### src/sv/e2s_pkg.sv
`default_nettype none
// ----------------------------------------------------------------------------
// e2s_pkg
// Shared types and constants of the EUC-JP to Shift_JIS stream converter.
// ----------------------------------------------------------------------------
package e2s_pkg;

	localparam logic [7:0] BYTE_NUL      = 8'h00;
	localparam logic [7:0] BYTE_ASCII_HI = 8'h80;
	localparam logic [7:0] BYTE_SS2      = 8'h8E;
	localparam logic [7:0] BYTE_BAD_HI   = 8'h9F;
	localparam logic [7:0] KANA_LO       = 8'hA0;
	localparam logic [7:0] KANA_HI       = 8'hDF;
	localparam logic [7:0] LEAD_BIAS     = 8'h5F;
	localparam logic [7:0] ROW_XOR       = 8'hA0;
	localparam logic [7:0] TRAIL_EVEN    = 8'h02;
	localparam logic [7:0] TRAIL_ODD_LO  = 8'h61;
	localparam logic [7:0] TRAIL_ODD_HI  = 8'h60;
	localparam logic [7:0] TRAIL_SPLIT   = 8'hE0;

	typedef enum logic [1:0] {
		ST_OK          = 2'd0,
		ST_BAD_KANA    = 2'd1,
		ST_BAD_LEAD    = 2'd2,
		ST_END_IN_CHAR = 2'd3
	} status_t;

	typedef enum logic {
		PH_FIRST  = 1'b0,
		PH_SECOND = 1'b1
	} phase_t;

	// One queued job: a single result, or a two-byte pair.
	typedef struct packed {
		logic    pair;
		logic [7:0] byte0;
		logic [7:0] byte1;
		status_t status;
		logic    end_mark;
	} job_t;

endpackage
`default_nettype wire

### src/sv/e2s_front.sv
`default_nettype none
// ----------------------------------------------------------------------------
// e2s_front
// Accepts source bytes, tracks the held lead byte and classifies each byte
// into a job for the back end.
// ----------------------------------------------------------------------------
module e2s_front import e2s_pkg::*; (
	input  wire logic       clk,
	input  wire logic       arst_n,
	input  wire logic       s_tvalid,
	output logic            s_tready,
	input  wire logic [7:0] s_tdata,   // in_byte
	input  wire logic       s_tlast,   // end_of_input
	input  wire logic       q_full,
	output logic            push,
	output job_t            push_job
);

	logic       pend_q;
	logic       pend_d;
	logic [7:0] held_lead_q;
	logic       hold;
	logic       take;
	logic [7:0] s1;
	logic [7:0] s2;

	assign s_tready = !q_full;
	assign take     = s_tvalid && s_tready;

	always_comb begin
		s1 = ((held_lead_q - LEAD_BIAS) >> 1) ^ ROW_XOR;
		if (!held_lead_q[0]) begin
			s2 = s_tdata - TRAIL_EVEN;
		end else if (s_tdata < TRAIL_SPLIT) begin
			s2 = s_tdata - TRAIL_ODD_LO;
		end else begin
			s2 = s_tdata - TRAIL_ODD_HI;
		end
	end

	always_comb begin
		push     = 1'b0;
		hold     = 1'b0;
		pend_d   = pend_q;
		push_job = '{pair: 1'b0, byte0: BYTE_NUL, byte1: BYTE_NUL,
			status: ST_OK, end_mark: s_tlast};
		if (take) begin
			if (!pend_q) begin
				if (s_tdata == BYTE_NUL) begin
					push              = 1'b1;
					push_job.end_mark = 1'b1;
				end else if (s_tdata < BYTE_ASCII_HI) begin
					push           = 1'b1;
					push_job.byte0 = s_tdata;
				end else if (s_tdata > BYTE_BAD_HI || s_tdata == BYTE_SS2) begin
					if (s_tlast) begin
						push              = 1'b1;
						push_job.status   = ST_END_IN_CHAR;
						push_job.end_mark = 1'b1;
					end else begin
						hold   = 1'b1;
						pend_d = 1'b1;
					end
				end else begin
					push            = 1'b1;
					push_job.status = ST_BAD_LEAD;
				end
			end else begin
				pend_d = 1'b0;
				push   = 1'b1;
				if (s_tdata == BYTE_NUL) begin
					push_job.status   = ST_END_IN_CHAR;
					push_job.end_mark = 1'b1;
				end else if (held_lead_q == BYTE_SS2) begin
					if (s_tdata < KANA_LO || s_tdata > KANA_HI) begin
						push_job.status = ST_BAD_KANA;
					end else begin
						push_job.byte0 = s_tdata;
					end
				end else begin
					push_job.pair  = 1'b1;
					push_job.byte0 = s1;
					push_job.byte1 = s2;
				end
			end
		end
	end

	always_ff @(posedge clk or negedge arst_n) begin
		if (!arst_n) begin
			pend_q <= 1'b0;
		end else begin
			pend_q <= pend_d;
		end
	end

	always_ff @(posedge clk) begin
		if (hold) begin
			held_lead_q <= s_tdata;
		end
	end

endmodule
`default_nettype wire

### src/sv/e2s_queue.sv
`default_nettype none
// ----------------------------------------------------------------------------
// e2s_queue
// Short job queue between the front and back ends.
// ----------------------------------------------------------------------------
module e2s_queue import e2s_pkg::*; #(
	parameter int DEPTH = 4
) (
	input  wire logic clk,
	input  wire logic arst_n,
	input  wire logic push,
	input  wire job_t push_job,
	input  wire logic pop,
	output job_t      head,
	output logic      full,
	output logic      empty
);

	localparam int PW = (DEPTH > 1) ? $clog2(DEPTH) : 1;
	localparam int CW = $clog2(DEPTH + 1);
	localparam logic [PW-1:0] PTR_LAST = PW'(DEPTH - 1);
	localparam logic [CW-1:0] CNT_FULL = CW'(DEPTH);

	job_t          mem_q [DEPTH];
	logic [PW-1:0] wr_ptr_q;
	logic [PW-1:0] rd_ptr_q;
	logic [CW-1:0] count_q;

	assign full  = (count_q == CNT_FULL);
	assign empty = (count_q == '0);
	assign head  = mem_q[rd_ptr_q];

	always_ff @(posedge clk) begin
		if (push) begin
			mem_q[wr_ptr_q] <= push_job;
		end
	end

	always_ff @(posedge clk or negedge arst_n) begin
		if (!arst_n) begin
			wr_ptr_q <= '0;
			rd_ptr_q <= '0;
			count_q  <= '0;
		end else begin
			if (push) begin
				wr_ptr_q <= (wr_ptr_q == PTR_LAST) ? '0 : wr_ptr_q + 1'b1;
			end
			if (pop) begin
				rd_ptr_q <= (rd_ptr_q == PTR_LAST) ? '0 : rd_ptr_q + 1'b1;
			end
			case ({push, pop})
				2'b10:   count_q <= count_q + 1'b1;
				2'b01:   count_q <= count_q - 1'b1;
				default: count_q <= count_q;
			endcase
		end
	end

`ifndef SYNTHESIS
	a_no_push_full: assert property (@(posedge clk) disable iff (!arst_n)
		push |-> !full) else $error("push into full queue");
	a_no_pop_empty: assert property (@(posedge clk) disable iff (!arst_n)
		pop |-> !empty) else $error("pop from empty queue");
	a_count_bound: assert property (@(posedge clk) disable iff (!arst_n)
		count_q <= CNT_FULL) else $error("queue count overflow");
`endif

endmodule
`default_nettype wire

### src/sv/e2s_back.sv
`default_nettype none
// ----------------------------------------------------------------------------
// e2s_back
// Drains jobs from the queue and emits one or two result beats per job
// through a registered output stage.
// ----------------------------------------------------------------------------
module e2s_back import e2s_pkg::*; (
	input  wire logic clk,
	input  wire logic arst_n,
	input  wire job_t head,
	input  wire logic empty,
	output logic      pop,
	output logic      m_tvalid,
	input  wire logic m_tready,
	output logic [7:0] m_tdata,  // out_byte
	output logic [2:0] m_tuser,  // status[1:0], end_mark[2]
	output logic      m_tlast    // last
);

	phase_t     phase_q;
	phase_t     phase_d;
	logic       out_valid_q;
	logic [7:0] out_byte_q;
	status_t    out_status_q;
	logic       out_end_q;
	logic       out_last_q;
	logic       load;
	logic [7:0] nx_byte;
	logic       nx_end;
	logic       nx_last;

	assign load = (!out_valid_q || m_tready) && !empty;

	always_comb begin
		phase_d = phase_q;
		pop     = 1'b0;
		nx_byte = head.byte0;
		nx_end  = head.end_mark;
		nx_last = 1'b1;
		case (phase_q)
			PH_FIRST: begin
				if (head.pair) begin
					nx_end  = 1'b0;
					nx_last = 1'b0;
					if (load) begin
						phase_d = PH_SECOND;
					end
				end else begin
					pop = load;
				end
			end
			PH_SECOND: begin
				nx_byte = head.byte1;
				pop     = load;
				if (load) begin
					phase_d = PH_FIRST;
				end
			end
			default: phase_d = PH_FIRST;
		endcase
	end

	always_ff @(posedge clk or negedge arst_n) begin
		if (!arst_n) begin
			phase_q     <= PH_FIRST;
			out_valid_q <= 1'b0;
		end else begin
			phase_q <= phase_d;
			if (load) begin
				out_valid_q <= 1'b1;
			end else if (m_tready) begin
				out_valid_q <= 1'b0;
			end
		end
	end

	always_ff @(posedge clk) begin
		if (load) begin
			out_byte_q   <= nx_byte;
			out_status_q <= head.status;
			out_end_q    <= nx_end;
			out_last_q   <= nx_last;
		end
	end

	assign m_tvalid = out_valid_q;
	assign m_tdata  = out_byte_q;
	assign m_tuser  = {out_end_q, out_status_q};
	assign m_tlast  = out_last_q;

`ifndef SYNTHESIS
	a_second_has_job: assert property (@(posedge clk) disable iff (!arst_n)
		phase_q == PH_SECOND |-> !empty) else $error("second beat without job");
	a_first_beat_phase: assert property (@(posedge clk) disable iff (!arst_n)
		(out_valid_q && !out_last_q) |-> phase_q == PH_SECOND)
		else $error("first beat of pair without second pending");
`endif

endmodule
`default_nettype wire

### src/sv/eucjp_to_sjis_stream_unit.sv
`default_nettype none
// ----------------------------------------------------------------------------
// eucjp_to_sjis_stream_unit
// EUC-JP to Shift_JIS byte stream converter.
//
// Slave channel s_*: one EUC-JP byte per beat in s_tdata, s_tlast marks the
// last byte of the source buffer. Master channel m_*: one Shift_JIS byte per
// beat in m_tdata; m_tuser carries status (bits 1:0) and end_mark (bit 2);
// m_tlast marks the final beat caused by one source byte.
// A source byte is accepted every cycle while the job queue has room. A lead
// byte yields no beat unless s_tlast is set; its trail yields one beat (kana,
// errors) or two beats (JIS X 0208 pair). The first beat is registered in the
// job queue and then in the back-end output register. While m_tready is high,
// output runs at one beat per cycle, so pairs set the sustained rate: the
// back-end register stage emits one beat a cycle and the queue of QUEUE_DEPTH
// jobs absorbs bursts of pairs. When m_tready is low the output beat holds,
// the queue fills and then s_tready drops. Reset empties the queue, drops any
// held lead byte and clears m_tvalid.
// ----------------------------------------------------------------------------
module eucjp_to_sjis_stream_unit import e2s_pkg::*; #(
	parameter int QUEUE_DEPTH = 4
) (
	input  wire logic       clk,
	input  wire logic       arst_n,
	input  wire logic       s_tvalid,
	output logic            s_tready,
	input  wire logic [7:0] s_tdata,   // in_byte
	input  wire logic       s_tlast,   // end_of_input
	output logic            m_tvalid,
	input  wire logic       m_tready,
	output logic [7:0]      m_tdata,   // out_byte
	output logic [2:0]      m_tuser,   // status[1:0], end_mark[2]
	output logic            m_tlast    // last
);

	logic push;
	job_t push_job;
	logic pop;
	job_t head;
	logic full;
	logic empty;

	e2s_front u_front (
		.clk      (clk),
		.arst_n   (arst_n),
		.s_tvalid (s_tvalid),
		.s_tready (s_tready),
		.s_tdata  (s_tdata),
		.s_tlast  (s_tlast),
		.q_full   (full),
		.push     (push),
		.push_job (push_job)
	);

	e2s_queue #(.DEPTH(QUEUE_DEPTH)) u_queue (
		.clk      (clk),
		.arst_n   (arst_n),
		.push     (push),
		.push_job (push_job),
		.pop      (pop),
		.head     (head),
		.full     (full),
		.empty    (empty)
	);

	e2s_back u_back (
		.clk      (clk),
		.arst_n   (arst_n),
		.head     (head),
		.empty    (empty),
		.pop      (pop),
		.m_tvalid (m_tvalid),
		.m_tready (m_tready),
		.m_tdata  (m_tdata),
		.m_tuser  (m_tuser),
		.m_tlast  (m_tlast)
	);

endmodule
`default_nettype wire

### config.mk
export PLATFORM = sky130hd
export DESIGN_NAME = eucjp_to_sjis_stream_unit
export DESIGN_NICKNAME = d
export VERILOG_FILES = /design/src/sv/e2s_pkg.sv /design/src/sv/e2s_front.sv /design/src/sv/e2s_queue.sv /design/src/sv/e2s_back.sv /design/src/sv/eucjp_to_sjis_stream_unit.sv
export SDC_FILE = /design/constraint.sdc
export NUM_CORES = 1
export LEC_CHECK = 0
export BUFFER_PORTS_ARGS = -buffer_cell sky130_fd_sc_hd__buf_4
export CORE_ASPECT_RATIO = 0.75
export CORE_UTILIZATION = 35
export DETAILED_ROUTE_END_ITERATION = 6
export GPL_TIMING_DRIVEN = 0
export PLACE_DENSITY_LB_ADDON = 0.08
export SLEW_MARGIN = 20
export SYNTH_ARGS = -nofsm -noshare
export SYNTH_HDL_FRONTEND = slang
export SYNTH_SLANG_ARGS = --single-unit
export TNS_END_PERCENT = 100
### constraint.sdc
create_clock -name clk -period 5.4 [get_ports clk]
set_input_delay 1.62 -clock clk [delete_from_list [all_inputs] [get_ports clk]]
set_output_delay 1.62 -clock clk [all_outputs]
set_load 0.02 [all_outputs]
* Yosys cells after proc, flatten, opt, wreduce, memory -nomap -nowiden
Memory sizes are Yosys's and may differ from the RTL's. Cells that the tools add are included. Widths: inputs -> output; s select.
Operators by class: add/subtract/negate cells 8, order comparisons 5, eq/ne operators 7, multiplexer cells 53, bitwise logic cells 2, reduce and logical (&&, ||, !) cells 12
Operators by type and width (number):
- $mux 8 | 10
- $mux 1 | 30
- $lt 8x8->1 const B | 3
- $sub 8x7->8 const B | 3
- $mux 20 | 1
- $mux 17 | 1
- $eq 8x8->1 const B | 2
- $gt 8x8->1 const B | 2
- $mux 2 | 5
- $mux 3 | 3
- $logic_not 8->1 | 1
- $sub 8x2->8 const B | 1
- $eq 2x2->1 const B | 3
- $pmux 3 s2 | 1
- $add 2x1->2 const B | 2
- $pmux 1 s2 | 2
- $reduce_bool 2->1 | 2
- $add 3x1->3 const B | 1
- $eq 3x3->1 const B | 1
- $logic_not 1->1 | 3
- $logic_not 3->1 | 1
- $logic_or 1x1->1 | 3
- $sub 3x1->3 const B | 1
- $eq 2x1->1 const B | 1
- 3 further kinds | 4
Storage, ports and cells: register bits after elaboration 30, RAM bits 80, input port bits 13, output and inout bits 14, memories 1
Memory list:
- u_queue.mem_q | words 4, bits a word 20, rd ports 1, clocked after memory_dff 0, wr ports 1, line e2s_queue.sv:24 | job_t mem_q [DEPTH];

* Longest topological paths before layout
Gate-level depths: netlist (run 1).
depth in word-level cells 9, mapped depth 12

* By module
A second synthesis (run 1) with hierarchy kept.
Unflattened totals: cell total of the unflattened synthesis 323, area, all modules 5084.9 µm²
By module, submodules not included:
- e2s_queue | times used 1, cells each 142, area an instance 3308.2 µm², sequential area each 2577.5 µm²
- e2s_front | times used 1, cells each 148, area an instance 1173.6 µm², sequential area each 265.3 µm²
- e2s_back | times used 1, cells each 33, area an instance 603.1 µm², sequential area each 410.4 µm²

* Worst setup path after synthesis (run 1)
No wires, ideal clock.
path kind input to register, start in s_tdata[0], end reg u_queue.count_q[2], setup time 0.079 ns, arrival 3.369 ns, data required time 5.321 ns, setup slack 1.951 ns, stages 12, buffers on the path 0, cells stage by stage inv_1 > ha_1 > nand4b_1 > o21ai_0 > a21oi_1 > inv_1 > ha_1 > inv_1 > fa_1 > xor2_1 > nor2_1 > xor2_1
Between the ends: longest elaborated chain between the ends 9, elaborated cells on any way between the ends 14, those cells by class order compare (2); eq/ne (3); mux (6); reduce/logical (3)
RTL lines:
- start: declaration | line eucjp_to_sjis_stream_unit.sv:27 | input wire logic [7:0] s_tdata,
- $gt 8x8->1 or $eq 8x8->1 (tied branches) | line e2s_front.sv:55 | end else if (s_tdata > BYTE_BAD_HI || s_tdata == BYTE_SS2) begin
- $logic_or 1x1->1 | line e2s_front.sv:55
- $mux 1 | line e2s_front.sv:55
- $mux 1 | line e2s_front.sv:52 | end else if (s_tdata < BYTE_ASCII_HI) begin
- $mux 1 (*) | line e2s_front.sv:49 | if (s_tdata == BYTE_NUL) begin
- $mux 1 (*) | line e2s_front.sv:48 | if (!pend_q) begin
- $mux 1 (*) | line e2s_front.sv:47 | if (take) begin
- $eq 2x1->1 or $eq 2x2->1 (tied branches) | line e2s_queue.sv:51 | case ({push, pop})
- $pmux 3 s2 or $reduce_bool 2->1 (tied branches)
- end signal: assignment | line e2s_queue.sv:52 | 2'b10: count_q <= count_q + 1'b1;
- end signal: assignment | line e2s_queue.sv:53 | 2'b01: count_q <= count_q - 1'b1;
- end signal: assignment | line e2s_queue.sv:54 | default: count_q <= count_q;
- end: declaration | line e2s_queue.sv:27 | logic [CW-1:0] count_q;
Every way passes the cells marked *; elsewhere a longest branch is shown, timed or not. A chain may end at the register's enable or synchronous reset.

* Worst setup path in the final report (run 1)
start in s_tdata[0], end mem u_queue.mem_q[3][10] (netlist name) (enable)
Between the ends: longest elaborated chain between the ends 9, elaborated cells on any way between the ends 12, those cells by class order compare (2); eq/ne (1); mux (7); reduce/logical (2)
RTL lines:
- $gt 8x8->1 or $eq 8x8->1 (tied branches) | line e2s_front.sv:55
- $logic_or 1x1->1 | line e2s_front.sv:55
- $mux 1 | line e2s_front.sv:55
- $mux 1 | line e2s_front.sv:52
- $mux 1 (*) | line e2s_front.sv:49
- $mux 1 (*) | line e2s_front.sv:48
- $mux 1 (*) | line e2s_front.sv:47
- $mux 1 (*) | line e2s_queue.sv:34 | if (push) begin
- $mux 1 (implied by the code) (*) | line e2s_queue.sv:35 | mem_q[wr_ptr_q] <= push_job;
- end: declaration | line e2s_queue.sv:24
Marked as above.

==> run summary, run 1 <==
The average size of a mapped cell was 16.1 um^2; the maximum number of pins on one net before global-route repair was 22. The synthesis-to-layout area growth works out to 14.4%. The minimum hold slack is 0.522 ns, and the area share of the largest cell type after synthesis is 59.5%. Dominant synthesized flop cell: edfxtp_1. Once placement finished, the instance area stood at 0.00546 mm^2. At the worst endpoint, the required time is 5.39 ns. In the routed layout, each cell is associated on average with a via count of 5.15.

Ranked by total cell area, the synthesized netlist is headed by edfxtp_1, mux4_2, dfrtp_1. The design draws 2.87 mW. The number of distinct library cells after synthesis is 61, and the static leakage power is 2.01 nW.

Input and output buffers added on the ports amount to 26. The final critical-path required period came out at 3.60 ns. The tools report the post-detailed-routing wire length as 10300 um.

Of all nets on the critical path, the largest fanout is 20. Average wire per cell in the routed design: 19.5 um. The number of hold buffers added after CTS was 0. The die outline width is 141 um, and the initial core utilization is 36.3%. Max capacitance violation total: 0.

The count of final max-slew check failures was 0. The initial antenna violation count came out at 0. In this run the post-CTS setup repair buffer count came out at 0. The flow ran to the end, and the final reports show no timing, DRC or antenna violations.

The run gives 5140 um as the post-route met1 wirelength. The most repeated cell in the gate-level netlist after synthesis was edfxtp_1. The final layout contains 378 nets. The die height was 106 um. The post-route netlist has 27.0% of its cells at a drive strength greater than 1. The worst setup path is captured at a flop. The tree is rooted in a clkbuf_16. The first global-routing pass estimated 16300 um of wire.

The worst clock skew on the final layout is 0.00434 ns. The clock sink count is 110. The core region is 0.0139 mm^2.

Sum of negative setup slack: 0 ns. The count of pins on the block boundary is 27, and the maximum ir drop on the vdd rail is 0.223 mV. Measured on the finished design, the core utilization comes to 41.6%. The final cell area excluding filler cells was 0.00577 mm^2; the number of levels in the clock H-tree was 3. The synthesized netlist occupies a cell area of 0.00504 mm^2. After synthesis the netlist holds a flip-flop and latch count of 110. The count of nets left with antenna violations once routing finished came out at 0. Area of the die: 0.0149 mm^2. The routed layout has 2728 vias.

The tools report the startpoint class of the critical path as an input port. The later pin in the worst-skew pair is clocked with a latency of 0.35 ns. The signal arrival time at the worst endpoint was 3.59 ns; the worst relative slew slack was 47.2%. The run gives 2.48 ns as the setup slack on the worst flop-to-flop path. Post-detailed-placement half-perimeter wirelength: 7130 um. Kind of critical path: input port to flop. Of the synthesized area, sequential elements account for 64.5%.

For the via count of the first global-routing pass, the log shows 2788. The number of design rule violations left after detail routing came out at 0. The number of hold violations in the final report came out at 0. The synthesized net count was 341; the number of buffers inserted during clock tree synthesis was 9. In this run the core area contains 37 standard-cell rows. In this run the deepest clock path goes through 2 buffers. Clock-pin slew on the worst setup and hold paths: 0.08 ns. The synthesized design contains 100 enable-type register cells.

The detailed-routed wire length on met2 came out at 4690 um. The number of instances in the synthesized netlist was 313; the wire length on met3 was 364 um. For the global placement routability congestion, the log shows 0.809. Static timing analysis puts the maximum clock frequency at 278 MHz. During synthesis, Yosys emitted a total of 0 warnings. In this run, post-CTS repair resized a total of 0 instances. The share of flip-flops with an asynchronous set or reset works out to 9.09%. The remaining global-route overflow came out at 0. Setup repair after global routing left no endpoint under its margin.

After the first detailed-routing iteration, the DRC count stood at 189. After layout, the worst path uses 66.7% of the clock period. The commonest cells after synthesis are edfxtp_1, mux4_2, inv_1. For the antenna cell count, the log shows 0. The run gives 0 as the count of final setup violators. For the pin with the worst max-slew slack, the measured transition is 0.785 ns. Global routing consumed, over all layers together, 15.1% of the routing resources. TritonCTS built the clock tree. The worst min-delay path category was flop to flop.

For this design the ratio of total power to cell area is 497 mW/mm^2. Routed signal wires occupy layers up through met4. Dominant cell type by area after synthesis: edfxtp_1. For this run, the detailed router's first-pass iteration total came to 4.
critical path, stage by stage:
cell and delay, ns:
buf_4 0.11, inv_1 0.08, ha_1 0.20, nand4b_1 0.14, o21ai_0 0.12, a21oi_1 0.62, and2_2 0.69
layout make-up:
class,instances,area [um^2]
Inverter,17,66.3
Clock buffer,9,225
Sequential cell,110,3250
Clock inverter,7,78.8
Buffer,12,73.8
Tap cell,175,219
Timing Repair Buffer,26,195
Multi-Input combinational cell,174,1660
Fill cell,1290,8120
worst paths after layout:
| path | from | to | depth (start not counted) |
|---|---|---|---|
| worst max-delay path | s_tdata[0] | u_queue.mem_q[3][10]$_DFFE_PP_ | 7 |
| worst min-delay path | u_queue.count_q[2]$_DFFE_PN0P_ | u_queue.count_q[2]$_DFFE_PN0P_ | 1 |
| worst max register to register | u_front.held_lead_q[0]$_DFFE_PP_ | u_queue.mem_q[1][8]$_DFFE_PP_ | 7 |
| worst min register to register | u_queue.count_q[2]$_DFFE_PN0P_ | u_queue.count_q[2]$_DFFE_PN0P_ | 1 |
| max in group asynchronous | arst_n | u_queue.rd_ptr_q[0]$_DFFE_PN0P_ | 1 |
| min in group asynchronous | arst_n | u_back.m_tvalid$_DFFE_PN0P_ | 1 |
metrics by stage:
step	cells	worst slack, ns
final	530	1.80
after global placement	514	1.01
after global routing	530	1.54
after CTS	530	1.37
after detailed placement	514	0.996
after floorplan	313	1.95
flip-flops by register name (all words and copies together), names as in the netlist:
| register | flops |
|---|---|
| u_queue.mem_q | 80 |
| u_queue.rd_ptr_q | 2 |
| u_front.held_lead_q | 8 |
| u_back.out_status_q | 2 |
| u_back.phase_q | 1 |
| u_front.pend_q | 1 |
| u_queue.wr_ptr_q | 2 |
| u_back.out_end_q | 1 |
| u_back.m_tvalid | 1 |
| u_queue.count_q | 3 |
| u_back.m_tlast | 1 |
| u_back.m_tdata | 8 |
where the power goes:
part	internal (mW)	total (mW)	switching (mW)
Clock	0.329	0.659	0.330
Sequential	1.21	1.29	0.0838
Combinational	0.414	0.915	0.501
Total	1.95	2.87	0.915
metal layers:
metal	up-vias	GRT usage (%)
met2	47	23.3
met5	-	0
met4	0	4.58
met3	11	3.78
li1	1312	-
met1	1358	20.9
layout by cell type (no fill, tap or decap), drive strengths merged, types with 4 or more instances in the layout:
cell      n
mux4     20
buf      34
o21ai     8
inv      19
a211oi    5
xnor2     6
edfxtp  100
dfrtp    10
nand2    10
clkinv    5
nor3      5
o31ai     4
nor3b     4
or3       4
nor2     11
a32o      4
and2      8
clkbuf   13
ha       14
a21oi     7
nand3     6
xor2      6
mux2     11
logic make-up after synthesis:
kind of cell,Yosys count,synth area share [%]
AND/OR/NAND/NOR,68,8.24
multiplexers,34,12.0
flip-flops,110,64.5
AO/OA/AOI/OAI,45,6.55
XOR/XNOR,12,2.08
buffers and inverters,29,2.78
adder cells (fa/ha/maj),15,3.87
No activity file was read; power rests on OpenSTA's default activity.
==> run 2, diff against run 1 <==
- clock period: 5.4 -> 3.2 ns (I/O delays scaled with it)
==> run summary, run 2 (same netlist as run 1, synthesis figures left out) <==
After routing, the total negative slack on setup checks comes to 0 ns. The worst-case IR drop observed on VDD is 0.376 mV. Via-per-instance ratio: 5.18.

The register ranked first by flip-flop count was u_queue.mem_q. Leaving out fill and tap cells, the most frequent cell in the layout is edfxtp_1. In this run, post-CTS hold repair placed 0 buffers. The clock-pin slew on the worst setup and hold paths works out to 0.08 ns.

The overall routing resource usage was 15.1%. The cell-internal power is 3.30 mW. Setup repair after global routing left no endpoint under its margin.

At the later pin of the worst-skew pair, clock insertion delay measures 0.35 ns. The clock passes through at most 2 buffers. Power comes to 4.84 mW.

The slowest stage of the critical path belongs to the cell a211oi_1. TritonCTS built the clock tree. At the placement stage, the worst setup path has a slack of -0.544 ns.

The power density normalized to cell area was 838 mW/mm^2; the first-pass GRT wire length was 16300 um. The worst pin sits at a relative slew slack of 47.1%. In this run the critical register-to-register path is launched from u_front.held_lead_q[0]$_DFFE_PP_. Dividing the final minimum period by the clock period gives 90.6%. Kind of critical path: flop to flop. The area of the die is 0.0149 mm^2.

At the pin with the least slew margin, the transition time is 0.787 ns. The buffering stage count on the worst path with inverters included is 2. In this run the worst setup path begins at u_front.held_lead_q[0]$_DFFE_PP_. The worst setup path is launched from a flop.

Counting the buffers created by CTS gives 9. The synthesis-to-layout area growth works out to 14.5%. The core outline area is 0.0139 mm^2, and the signal arrival time at the worst endpoint is 2.96 ns. For the final database, setup skew stands at 0.00427 ns. Of all nets on the critical path, the largest fanout is 8. After detailed routing, the average wire length per cell comes to 19.6 um.

In this run the worst hold path is classified as input port to async pin. The post-route netlist has 27.3% of its cells at a drive strength greater than 1. The logs give 182 for the number of DRC violations after detailed-routing iteration 0 and 0 for the max capacitance violation total. The register with the most flip-flops in the layout has 80 of them. Global routing finished with a remaining overflow of 0. Counting buffers and inverters, the worst setup path is 7 cells deep.

Post-layout net count: 378. The repair_antennas step left the layout with diodes totalling 0. The tools report the area of combinational cells with multiple inputs as 0.00166 mm^2. Based on the critical path, the design can be clocked at up to 345 MHz. Counting the fill cells in the layout gives 1292. For this run, the detailed router's first-pass iteration total came to 4. The initial antenna violation count is 0. The cell sitting at the root of the clock tree is a clkbuf_16. For the static leakage power, the log shows 2.01 nW. The kind of end point of the critical path is a flop. In this design, the largest share of critical-path delay is due to simple AND/OR/NAND/NOR gates. The delay contributed by the slowest stage of the critical path was 0.58 ns; the initial core utilization was 36.3%. Combinational cells account for 32.0% of the total power. The run gives 110 as the clock sink count. The number of hold violations in the final report is 0, and the setup fix buffers added after clock tree synthesis is 0. The final setup slack of the worst path was 0.300 ns. The via count of the first global-routing pass is 2788.

Switching power: 1.54 mW. The run gives 0.30 ns as the setup slack on the worst flop-to-flop path. The share of total power dissipated in sequential elements is 45.1%. The tools report the post-detailed-route count of antenna-violating nets as 0.

The endpoint identified for the worst register-to-register timing path is u_queue.mem_q[1][8]$_DFFE_PP_. Registers take 0.00325 mm^2. Count of final max-slew check failures: 0. Detailed routing inserted a total of 2748 vias. The signal on the critical path passes through clkinv_1 > ha_1 > and3_1 > and2_1 > or3_4 > buf_6 > a211oi_1.

Per report_power, the clock group accounts for 22.9% of the total. Leaving out fill and tap cells, the most frequent cells in the layout are edfxtp_1, buf_4, mux4_2. For this run, design rule violations remaining after detail routing come to 0. The number of levels in the clock H-tree was 3; the final critical-path required period was 2.90 ns. The floorplan row count was 37. The proportion of total power due to net switching came out at 31.8%. Counting cells, the worst reg-to-reg path comes to 7. The tools report the global placement routability congestion as 0.809. Data on the critical path is required at its endpoint by 3.26 ns. Entering global routing, the biggest net connects 22 pins. After legalization and detailed placement, the total HPWL measured 7130 um. The die outline width is 141 um, and the count of pins on the block boundary is 27. The final cell area excluding filler cells was 0.00578 mm^2. The floorplan step set the die height to 106 um. Post-placement cell area: 0.00546 mm^2. Wires add up to 10400 um.

The number of buffer cells added on primary ports came out at 26. Count of final setup violators: 0. The flow ran to the end, and the final reports show no timing, DRC or antenna violations.
## run 2: how the worst max path moves through the flow
stage | end | slack [ns]
6_report | u_queue.mem_q[1][8]$_DFFE_PP_ | 0.30
2_1_floorplan | u_queue.count_q[2]$_DFFE_PN0P_ | 0.41
5_1_grt | u_queue.count_q[2]$_DFFE_PN0P_ | 0.07
3_5_place_dp | u_queue.mem_q[0][17]$_DFFE_PP_ | -0.54
3_3_place_gp | u_queue.mem_q[1][17]$_DFFE_PP_ | -0.53
4_1_cts | u_queue.mem_q[3][10]$_DFFE_PP_ | 0.21
## run 2: power by group through the flow
stage	Clock (mW)	Combinational, mW	Sequential, mW
after floorplan	0	1.00	2.28
after global placement	0	1.56	2.21
after detailed placement	0	1.57	2.22
after CTS	1.16	1.58	2.19
after global routing	1.20	1.70	2.23
final	1.11	1.55	2.18
## run 2: what timing repair did
| item | in CTS | in global routing |
|---|---|---|
| gates resized for setup | 3 | 1 |
| gates cloned | 0 | 0 |
| pin swaps | 0 | 0 |
| endpoints found under the setup margin | 60 | 1 |
## run 2: metal layers
| metal | wire [um] | vias to the layer above | global-route usage [%] | share of wire [%] |
|---|---|---|---|---|
| li1 | - | 1311 | - | - |
| met1 | 5160 | 1382 | 20.9 | 50 |
| met2 | 4750 | 44 | 23.3 | 46 |
| met3 | 346 | 11 | 3.78 | 3.3 |
| met4 | 129 | 0 | 4.58 | 1.2 |
| met5 | 0 | - | 0 | 0 |
## run 2: through the flow
step	utilization (%)	cells	hold WS (ns)
after floorplan	-	313	0.479
final	41.6	530	0.430
after global placement	39.3	514	0.493
after detailed placement	39.3	514	0.509
after CTS	41.6	530	0.416
after global routing	41.6	530	0.418
## run 2: cell type report
cell class / count / area share (%)
well taps: 175 / 3.79
clock inverters: 7 / 1.36
flip-flops and latches: 110 / 56.3
multi-input cells: 174 / 28.8
plain buffers: 12 / 1.28
repair buffers: 26 / 3.38
inverters: 17 / 1.15
clock buffers: 9 / 3.90
## run 2: worst register-to-register path, stage by stage (launching register included)
cell and delay, ns:
edfxtp_1 0.48, clkinv_1 0.30, ha_1 0.30, and3_1 0.19
and2_1 0.21, or3_4 0.40, buf_6 0.15, a211oi_1 0.58
